**src/design/lkoc_pkg.sv**
```systemverilog
package lkoc_pkg;

    // default sizes
    localparam int DEF_MAX_ENTRIES = 16;
    localparam int DEF_KEY_BITS    = 32;
    localparam int DEF_HANDLE_BITS = 32;

    // field widths fixed by the port formats
    localparam int OP_W     = 2;
    localparam int REASON_W = 2;
    localparam int CAP_W    = 5;
    localparam logic [CAP_W-1:0] CAP_RESET = 5'd16;

    // request operations
    localparam logic [OP_W-1:0] OP_LOOKUP = 2'd0;
    localparam logic [OP_W-1:0] OP_INSERT = 2'd1;
    localparam logic [OP_W-1:0] OP_CLEAR  = 2'd2;

    // why a handle was handed back
    localparam logic [REASON_W-1:0] FREED_NONE     = 2'd0;
    localparam logic [REASON_W-1:0] FREED_REPLACED = 2'd1;
    localparam logic [REASON_W-1:0] FREED_EVICTED  = 2'd2;

    // sequencer states
    typedef enum logic {
        ST_IDLE,
        ST_UPDATE
    } state_t;

    // per-cell control from the sequencer
    typedef struct packed {
        logic capture;   // compare against the incoming key
        logic shift;     // take the neighbor's entry
        logic clear;     // drop the entry
    } cell_ctrl_t;

endpackage

```
**src/design/lkoc_cell.sv**
```systemverilog
// One recency slot: holds an entry, matches keys, and takes its
// more-recent neighbor's entry when the row shifts.
module lkoc_cell #(
    parameter int KEY_BITS    = lkoc_pkg::DEF_KEY_BITS,
    parameter int HANDLE_BITS = lkoc_pkg::DEF_HANDLE_BITS
) (
    input  logic                   aclk,
    input  logic                   aresetn,
    input  lkoc_pkg::cell_ctrl_t   ctrl,
    input  logic [KEY_BITS-1:0]    cmp_key,
    input  logic                   prev_valid,
    input  logic [KEY_BITS-1:0]    prev_key,
    input  logic [HANDLE_BITS-1:0] prev_handle,
    output logic                   valid,
    output logic [KEY_BITS-1:0]    key,
    output logic [HANDLE_BITS-1:0] handle,
    output logic                   match
);

    logic                   valid_reg;
    logic                   match_reg;
    logic [KEY_BITS-1:0]    key_reg;
    logic [HANDLE_BITS-1:0] handle_reg;

    // valid and match flags
    always_ff @(posedge aclk) begin
        if (!aresetn) begin
            valid_reg <= 1'b0;
            match_reg <= 1'b0;
        end else begin
            if (ctrl.clear) begin
                valid_reg <= 1'b0;
            end else if (ctrl.shift) begin
                valid_reg <= prev_valid;
            end
            if (ctrl.capture) begin
                match_reg <= valid_reg && (key_reg == cmp_key);
            end
        end
    end

    // entry payload
    always_ff @(posedge aclk) begin
        if (ctrl.shift) begin
            key_reg    <= prev_key;
            handle_reg <= prev_handle;
        end
    end

    assign valid  = valid_reg;
    assign key    = key_reg;
    assign handle = handle_reg;
    assign match  = match_reg;

endmodule

```
**src/design/lru_keyed_object_cache_unit.sv**
```systemverilog
// Result path: an accepted request is registered along with the cell match flags; in the update
//   state the result is loaded into the output register, where it is held until it is taken.
// Flow: a request runs a match step and then a shift step of the recency-ordered cell row;
//   no new request is taken before then, nor while an untaken result holds the output register.
// Reset (aresetn low, synchronous): all entries invalid, count zero, capacity 16,
//   output empty. No clearing pass; the cache takes requests right after reset.
module lru_keyed_object_cache_unit #(
    parameter int MAX_ENTRIES = lkoc_pkg::DEF_MAX_ENTRIES,
    parameter int KEY_BITS    = lkoc_pkg::DEF_KEY_BITS,
    parameter int HANDLE_BITS = lkoc_pkg::DEF_HANDLE_BITS,
    localparam int S_DATA_W   = ((KEY_BITS + HANDLE_BITS + 7) / 8) * 8,
    localparam int M_DATA_W   = ((2 * HANDLE_BITS + KEY_BITS + 7) / 8) * 8,
    localparam int M_USER_W   = 1 + lkoc_pkg::REASON_W
) (
    input  logic                       aclk,
    input  logic                       aresetn,
    // request channel
    input  logic                       s_tvalid,
    output logic                       s_tready,
    input  logic [S_DATA_W-1:0]        s_tdata,   // key, handle, zero pad
    input  logic [lkoc_pkg::OP_W-1:0]  s_tuser,   // operation
    // result channel
    output logic                       m_tvalid,
    input  logic                       m_tready,
    output logic [M_DATA_W-1:0]        m_tdata,   // found_handle, freed_key, freed_handle, pad
    output logic [M_USER_W-1:0]        m_tuser,   // hit, freed_reason
    // capacity register
    input  logic                       cfg_wr_en,
    input  logic [lkoc_pkg::CAP_W-1:0] cfg_wr_data
);

    localparam int IW    = $clog2(MAX_ENTRIES);
    localparam int CW    = $clog2(MAX_ENTRIES + 1);
    localparam int CMP_W = (CW > lkoc_pkg::CAP_W) ? CW : lkoc_pkg::CAP_W;

    lkoc_pkg::state_t state_reg, state_next;

    logic [lkoc_pkg::CAP_W-1:0] cap_reg;
    logic [CW-1:0]              count_reg, count_next;

    logic [lkoc_pkg::OP_W-1:0]  req_op_reg;
    logic [KEY_BITS-1:0]        req_key_reg;
    logic [HANDLE_BITS-1:0]     req_handle_reg;

    logic                       m_tvalid_reg;
    logic [M_DATA_W-1:0]        m_tdata_reg, m_tdata_next;
    logic [M_USER_W-1:0]        m_tuser_reg, m_tuser_next;

    logic accept;
    logic upd;

    // cell row, index 0 is most recent
    lkoc_pkg::cell_ctrl_t   cell_ctrl   [MAX_ENTRIES];
    logic                   cell_valid  [MAX_ENTRIES];
    logic [KEY_BITS-1:0]    cell_key    [MAX_ENTRIES];
    logic [HANDLE_BITS-1:0] cell_handle [MAX_ENTRIES];
    logic                   cell_match  [MAX_ENTRIES];
    logic                   cell_last   [MAX_ENTRIES];
    logic                   prev_valid  [MAX_ENTRIES];
    logic [KEY_BITS-1:0]    prev_key    [MAX_ENTRIES];
    logic [HANDLE_BITS-1:0] prev_handle [MAX_ENTRIES];

    logic                   front_valid;
    logic [HANDLE_BITS-1:0] front_handle;

    logic                   any_hit;
    logic [IW-1:0]          hit_idx;
    logic [HANDLE_BITS-1:0] hit_handle;
    logic [KEY_BITS-1:0]    evict_key;
    logic [HANDLE_BITS-1:0] evict_handle;
    logic [CMP_W-1:0]       eff_cap;
    logic                   full;
    logic                   do_hit;
    logic                   miss_insert;
    logic                   shift_en;
    logic [IW-1:0]          target;

    assign accept = s_tvalid && s_tready;
    assign upd    = (state_reg == lkoc_pkg::ST_UPDATE);

    // cell row
    for (genvar i = 0; i < MAX_ENTRIES; i++) begin : g_cell
        if (i == 0) begin : g_front
            assign prev_valid[i]  = front_valid;
            assign prev_key[i]    = req_key_reg;
            assign prev_handle[i] = front_handle;
        end else begin : g_link
            assign prev_valid[i]  = cell_valid[i-1];
            assign prev_key[i]    = cell_key[i-1];
            assign prev_handle[i] = cell_handle[i-1];
        end

        if (i == MAX_ENTRIES - 1) begin : g_tail
            assign cell_last[i] = cell_valid[i];
        end else begin : g_body
            assign cell_last[i] = cell_valid[i] && !cell_valid[i+1];
        end

        lkoc_cell #(
            .KEY_BITS    (KEY_BITS),
            .HANDLE_BITS (HANDLE_BITS)
        ) u_cell (
            .aclk        (aclk),
            .aresetn     (aresetn),
            .ctrl        (cell_ctrl[i]),
            .cmp_key     (s_tdata[KEY_BITS-1:0]),
            .prev_valid  (prev_valid[i]),
            .prev_key    (prev_key[i]),
            .prev_handle (prev_handle[i]),
            .valid       (cell_valid[i]),
            .key         (cell_key[i]),
            .handle      (cell_handle[i]),
            .match       (cell_match[i])
        );
    end

    // hit position and the entries that can be handed back
    always_comb begin
        any_hit      = 1'b0;
        hit_idx      = '0;
        hit_handle   = '0;
        evict_key    = '0;
        evict_handle = '0;
        for (int i = 0; i < MAX_ENTRIES; i++) begin
            any_hit      = any_hit | cell_match[i];
            hit_idx      = hit_idx | (cell_match[i] ? IW'(i) : '0);
            hit_handle   = hit_handle | (cell_match[i] ? cell_handle[i] : '0);
            evict_key    = evict_key | (cell_last[i] ? cell_key[i] : '0);
            evict_handle = evict_handle | (cell_last[i] ? cell_handle[i] : '0);
        end
    end

    // effective capacity, zero acts as one, clamp at the row length
    always_comb begin
        if (cap_reg == '0) begin
            eff_cap = CMP_W'(1);
        end else if (CMP_W'(cap_reg) > CMP_W'(MAX_ENTRIES)) begin
            eff_cap = CMP_W'(MAX_ENTRIES);
        end else begin
            eff_cap = CMP_W'(cap_reg);
        end
    end

    // update decision: which entry moves to the front
    always_comb begin
        full        = CMP_W'(count_reg) >= eff_cap;
        do_hit      = any_hit && ((req_op_reg == lkoc_pkg::OP_LOOKUP) ||
                                  (req_op_reg == lkoc_pkg::OP_INSERT));
        miss_insert = !any_hit && (req_op_reg == lkoc_pkg::OP_INSERT);
        shift_en    = do_hit || miss_insert;
        front_valid = 1'b1;
        front_handle = (req_op_reg == lkoc_pkg::OP_LOOKUP) ? hit_handle : req_handle_reg;
        if (do_hit) begin
            target = hit_idx;
        end else if (full) begin
            target = IW'(count_reg - CW'(1));
        end else begin
            target = IW'(count_reg);
        end
    end

    // cell controls
    always_comb begin
        for (int i = 0; i < MAX_ENTRIES; i++) begin
            cell_ctrl[i].capture = accept;
            cell_ctrl[i].clear   = upd && (req_op_reg == lkoc_pkg::OP_CLEAR);
            cell_ctrl[i].shift   = upd && shift_en && (IW'(i) <= target);
        end
    end

    // entry count and result
    always_comb begin
        logic [HANDLE_BITS-1:0]         found;
        logic [lkoc_pkg::REASON_W-1:0]  reason;
        logic [KEY_BITS-1:0]            fkey;
        logic [HANDLE_BITS-1:0]         fhandle;
        count_next = count_reg;
        found      = '0;
        reason     = lkoc_pkg::FREED_NONE;
        fkey       = '0;
        fhandle    = '0;
        if (req_op_reg == lkoc_pkg::OP_CLEAR) begin
            count_next = '0;
        end else if (miss_insert && !full) begin
            count_next = count_reg + CW'(1);
        end
        if (do_hit && (req_op_reg == lkoc_pkg::OP_LOOKUP)) begin
            found = hit_handle;
        end
        if (do_hit && (req_op_reg == lkoc_pkg::OP_INSERT)) begin
            reason  = lkoc_pkg::FREED_REPLACED;
            fkey    = req_key_reg;
            fhandle = hit_handle;
        end else if (miss_insert && full) begin
            reason  = lkoc_pkg::FREED_EVICTED;
            fkey    = evict_key;
            fhandle = evict_handle;
        end
        m_tdata_next = M_DATA_W'({fhandle, fkey, found});
        m_tuser_next = {reason, do_hit};
    end

    // sequencer next state and ready
    always_comb begin
        state_next = state_reg;
        s_tready   = 1'b0;
        unique case (state_reg)
            lkoc_pkg::ST_IDLE: begin
                s_tready = !m_tvalid_reg || m_tready;
                if (s_tvalid && s_tready) begin
                    state_next = lkoc_pkg::ST_UPDATE;
                end
            end
            lkoc_pkg::ST_UPDATE: begin
                state_next = lkoc_pkg::ST_IDLE;
            end
            default: begin
                state_next = lkoc_pkg::ST_IDLE;
            end
        endcase
    end

    // control registers
    always_ff @(posedge aclk) begin
        if (!aresetn) begin
            state_reg    <= lkoc_pkg::ST_IDLE;
            cap_reg      <= lkoc_pkg::CAP_RESET;
            count_reg    <= '0;
            m_tvalid_reg <= 1'b0;
        end else begin
            state_reg <= state_next;
            if (cfg_wr_en) begin
                cap_reg <= cfg_wr_data;
            end
            if (upd) begin
                count_reg    <= count_next;
                m_tvalid_reg <= 1'b1;
            end else if (m_tready) begin
                m_tvalid_reg <= 1'b0;
            end
        end
    end

    // request and result payload
    always_ff @(posedge aclk) begin
        if (accept) begin
            req_op_reg     <= s_tuser;
            req_key_reg    <= s_tdata[KEY_BITS-1:0];
            req_handle_reg <= s_tdata[KEY_BITS+HANDLE_BITS-1:KEY_BITS];
        end
        if (upd) begin
            m_tdata_reg <= m_tdata_next;
            m_tuser_reg <= m_tuser_next;
        end
    end

    assign m_tvalid = m_tvalid_reg;
    assign m_tdata  = m_tdata_reg;
    assign m_tuser  = m_tuser_reg;

endmodule

```
**config.mk**
```make
export PLATFORM = sky130hd
export DESIGN_NAME = lru_keyed_object_cache_unit
export DESIGN_NICKNAME = d
export VERILOG_FILES = /design/src/design/lkoc_pkg.sv /design/src/design/lkoc_cell.sv /design/src/design/lru_keyed_object_cache_unit.sv
export SDC_FILE = /design/constraint.sdc
export NUM_CORES = 2
export LEC_CHECK = 0
export BUFFER_PORTS_ARGS = -buffer_cell sky130_fd_sc_hd__buf_4
export CORE_ASPECT_RATIO = 1.2
export CORE_MARGIN = 2
export CORE_UTILIZATION = 32
export CTS_CLUSTER_DIAMETER = 80
export DETAILED_ROUTE_END_ITERATION = 10
export PLACE_DENSITY = 0.49
export SKIP_LAST_GASP = 1
export SYNTH_ARGS = -nofsm -noshare
export SYNTH_HDL_FRONTEND = slang
export SYNTH_HIERARCHICAL = 1
export SYNTH_SLANG_ARGS = --single-unit
```
**constraint.sdc**
```tcl
create_clock -name aclk -period 8.4 [get_ports aclk]
set_input_delay 1.26 -clock aclk [delete_from_list [all_inputs] [get_ports aclk]]
set_output_delay 1.26 -clock aclk [all_outputs]
set_load 0.03 [all_outputs]
```
# Word-level counts from Yosys, hierarchy flattened
# Index checks and enable logic that the tools add are counted.
[totals]
register_bits = 1233
inputBits = 76
output_inout_bits = 101
word_cells = 353
[classes]
addsub = 2
order_cmp = 18
eq_ne = 18
n_mux = 80
bitwise = 76
n_reduce_logical = 84
[op_table]
columns = ["operator", "n"]
rows = [
  ["2-to-1 mux 32 bit", 53],
  ["OR 32 bit", 45],
  ["== test 32 bit", 16],
  ["logical AND 1 bit", 57],
  ["2-to-1 mux 4 bit", 10],
  ["<= comparator 4 bit, first input constant", 8],
  ["OR 4 bit", 7],
  ["2-to-1 mux 5 bit", 4],
  ["logical NOT 1 bit", 18],
  ["<= comparator 3 x 4 -> 1 bit, first input constant", 4],
  ["OR 1 bit", 15],
  ["2-to-1 mux 3 bit", 4],
  ["OR 3 bit", 3],
  ["<= comparator 1 x 4 -> 1 bit, first input constant", 2],
  ["<= comparator 2 x 4 -> 1 bit, first input constant", 2],
  ["2-to-1 mux 2 bit", 3],
  ["adder 5 x 1 -> 5 bit, second input constant", 1],
  ["greater-or-equal comparator 5 bit", 1],
  ["> comparator 5 bit, second input constant", 1],
  ["logical NOT 5 bit", 1],
  ["2-to-1 mux 1 bit", 5],
  ["OR 3 x 4 -> 4 bit", 1],
  ["nonzero test 2 bit", 2],
  ["subtractor 4 x 1 -> 4 bit, second input constant", 1],
  ["other kinds (11)", 14],
]

# Longest topological paths before layout
[depth]
ltp_word = 20
depth_mapped = 13
ltp_nobuf = 13

# Cells and area by module
# Netlist, hierarchy kept.
[by_module_without_submodules]
columns = ["module", "instances", "cells_per_inst", "area_per_inst_um2", "seq_area_each_um2"]
rows = [
  ["lkoc_cell", 16, 114, 2343.5, 1961.9],
  ["lru_keyed_object_cache_unit", 1, 1774, 15568.7, 5195.0],
]

# Worst setup path after synthesis
# No wires, ideal clock.
[synth_timing]
path_kind = "register to register"
startpoint = "reg state_reg"
endpoint = "reg g_cell[6].u_cell.valid_reg"
setup_ns = 0.152
arrival_ns = 7.406
required_ns = 8.248
slack_ns = 0.842
stages_incl_launch_ff = 8
n_path_buf = 1
synth_period_minus_slack_ns = 7.558
cell_sequence = "dfxtp_1 -> buf_2 -> o21ai_2 -> inv_2 -> nand2_2 -> o21ai_1 -> mux2i_1 -> nor3b_1"
[synth_rtl]
columns = ["item", "line_no", "source"]
rows = [
  ["start: declaration", "lru_keyed_object_cache_unit.sv:36", "lkoc_pkg::state_t state_reg, state_next;"],
  ["start signal: assignment", "lru_keyed_object_cache_unit.sv:226", "state_reg <= lkoc_pkg::ST_IDLE;"],
  ["start signal: assignment", "lru_keyed_object_cache_unit.sv:231", "state_reg <= state_next;"],
  ["end signal: assignment", "lkoc_cell.sv:34", "valid_reg <= prev_valid;"],
  ["end: declaration", "lkoc_cell.sv:20", "logic valid_reg;"],
]

==> results.ini <==
[yosys]
synth_fp_nets=3681
synthCells=3598
synth_area_per_cell_sq_um=14.7
synth_flop_cell=edfxtp_1
syn-cell-area_sq_um=53100
ys_warn_count=6
yosysSeqAreaShare=0.689
synthTopCellsByArea=edfxtp_1 67%, xnor2_1 7.7%, a22oi_1 5.9%
ys_types=53
ys_ff_latch=1233
ys_async_sr_fraction=0
yosysTopAreaCellShare=0.673
synth_top_area_cell=edfxtp_1
synth-edff-count=1189

[cts]
cts_buffer_depth=3
cts_setup_buffers=0
clock_latency_ns=0.79
cts.htree.levels=4
cts_made_buffers=132
path_clk_slew_ns=0.06
cts.sinks=1233
holdBufCountCts=0
cts_tree=yes
ctsResizeCount=0
cts_root_buf=clkbuf_16

[global_routing]
grt_pass1_wl_microns=288000
groute.usage.overall=0.238
grt_pass1_vias=36400
grt_antenna_before_repair=7
grt_max_degree=65
overflow=0

[worst_setup_path]
reg2reg_depth=15
cp.required_ns=9.01
crit_path_end_kind=flip-flop
cp_slowest_cell=nor2_4
cpPeakStageDelay_ns=0.98
arrival_ns=5.48
path_class=reg -> reg
crit_chain=nor3_1 -> nor2_1 -> nor2_1 -> ha_1 -> nand2b_1 -> a31oi_1 -> o21ai_0 -> xor2_1 -> a41oi_2 -> buf_4 -> nand2b_1 -> nor2_4 -> buf_4 -> mux2i_1 -> nor3b_1
critPathMaxFanout=39
worst_setup_path_start_kind=flip-flop

[timing]
setup_viol=0
clock.fmax_ghz=0.205
finalCritPeriodShare=0.580
maxSlewHeadroom=0.0455
tns_ns=0
hold_violations=0
clock_skew_ns=0.0291
setup_ws_ns=3.53
rsz0062_at_grt=no
min_period_ns=4.87
tightest_slew_ns=1.42
drv_slew=0

[drt]
final_antenna_net_count=0
vias=36500
firstDrtPassIters=6
drt_drc_violations_left=0
wire_per_inst_microns=34.2
routed_via_density=6.05
totalWireLength_microns=206000
drt_iter0_markers=4971

[floorplan]
die_y_microns=450
die_w_microns=376
die_area_sq_um=169000
row_count=163
start_util=0.322
io_pins=177
core_sq_um=165000

[finish]
utilization=0.373
drive_above_1_share=0.134
regArea_sq_um=36600
fill_cells=15400
multiInputGateArea_sq_um=15800
area_growth_pct=15.5
fin_nets=3876

[power_and_ir_drop]
leakage_nw=18.9
p_comb_frac=0.035
p_int_mw=10.2
p_clk_frac=0.445
vdd_ir_drop_max_mv=0.124
power.density_nw_per_um2=214
power_switching_mw=2.93
power.share.switching=0.224
seqPwrFrac=0.520

[placed_design]
dp_slack_ns=3.57
hpwl_microns=125000
place.gp.congestion=0.866
io_buffers=176

[worst_hold_path]
hold_depth=0
hp-class=reg -> reg

[flow_run]
maxCapViolCount=0

[status]
status=completed

power groups by stage:
stage / Combinational [mW] / Sequential [mW] / Clock [mW]
global route: 0.488 / 6.82 / 6.12
floorplan: 0.198 / 6.96 / 0
CTS: 0.464 / 6.82 / 5.91
detailed placement: 0.462 / 6.95 / 0
global placement: 0.462 / 6.95 / 0
finish: 0.459 / 6.81 / 5.83
final timing paths:
path,startpoint,endpoint,slack (ns)
max,cap_reg[1]$_SDFFE_PN0P_,g_cell[14].u_cell/valid$_SDFFE_PP0P_,3.53
min,req_key_reg[0]$_DFFE_PP_,g_cell[0].u_cell/key[0]$_DFFE_PP_,0.44
max reg2reg,cap_reg[1]$_SDFFE_PN0P_,g_cell[14].u_cell/valid$_SDFFE_PP0P_,3.53
min reg2reg,req_key_reg[0]$_DFFE_PP_,g_cell[0].u_cell/key[0]$_DFFE_PP_,0.44
logic make-up after synthesis:
group | share of synthesized area
compound gates | 0.133
xor+xnor | 0.0852
fa+ha+maj | 0.00165
buf+inv | 0.0180
flops | 0.689
mux | 0.00396
other cells | 0.0000707
simple gates | 0.0689
placed cells by master, fill, tap and decap left out, drive strengths merged, types with 6 or more instances in the layout:
cell	Yosys	layout
edfxtp	1189	1189
xnor2	464	464
a22oi	418	418
buf	111	265
nand4	204	204
clkbuf	93	171
a221oi	165	165
a22o	159	159
nand2	142	142
nand3	109	109
nor2	91	91
o21ai	82	82
xor2	52	52
clkinv	1	52
nor4	49	49
dfxtp	44	44
o22ai	43	43
a21o	33	33
nor2b	24	24
mux2i	21	21
nor3	20	20
inv	12	19
nor3b	16	16
nand3b	16	16
ha	7	7
a21oi	7	7
bufinv	0	6
worst max-delay path: cells and delay by family, from the launching register on:
family	cells	cell delay, ns
buf+inv	2	1.16
flops	1	0.32
mux	1	0.27
simple gates	7	1.89
fa+ha+maj	1	0.23
xor+xnor	1	0.24
compound gates	3	0.56
per-stage QoR:
step	cells	cell area [sq um]	total power [mW]	hold WS, ns
after CTS	6041	61300	13.2	0.445
after global placement	5804	57100	7.41	0.430
after global routing	6042	61300	13.4	0.456
final	6042	61300	13.1	0.440
after floorplan	3598	53100	7.16	0.426
after detailed placement	5804	57100	7.41	0.434
synthesized netlist by cell type, types with 4 or more instances:
cell      number
inv_1          9
nand3b_1      16
ha_1           7
nor3b_1       16
a22oi_1      418
buf_6          4
o22ai_1       43
a21oi_1        7
o21ai_1       44
buf_2         84
nor2b_1       23
clkbuf_1      92
nand4_1      204
o21ai_0       35
a221oi_1     165
nor3_1        20
nor4_1        45
buf_1         22
dfxtp_1       44
nor2_1        91
a21o_1        33
xnor2_1      464
mux2i_1       21
edfxtp_1    1189
xor2_1        52
nand2_1      140
nand3_1      109
a22o_1       159
routing by layer:
layer / part of all wire / GRT usage / vias to the layer above
met5: 0.00024 / 0 / -
met1: 0.40 / 0.312 / 18700
li1: - / - / 14900
met3: 0.091 / 0.0542 / 536
met4: 0.046 / 0.103 / 8
met2: 0.46 / 0.379 / 2351
cell type report:
| type | instances | area share |
|---|---|---|
| Clock inverter | 66 | 0.00865 |
| Timing Repair Buffer | 265 | 0.0327 |
| Inverter | 13 | 0.000939 |
| Tap cell | 2145 | 0.0438 |
| Clock buffer | 171 | 0.0593 |
| Antenna cell | 1 | 0.0000408 |
| Multi-Input combinational cell | 2148 | 0.257 |
| Sequential cell | 1233 | 0.597 |
Power figures use the tool's default switching activity.
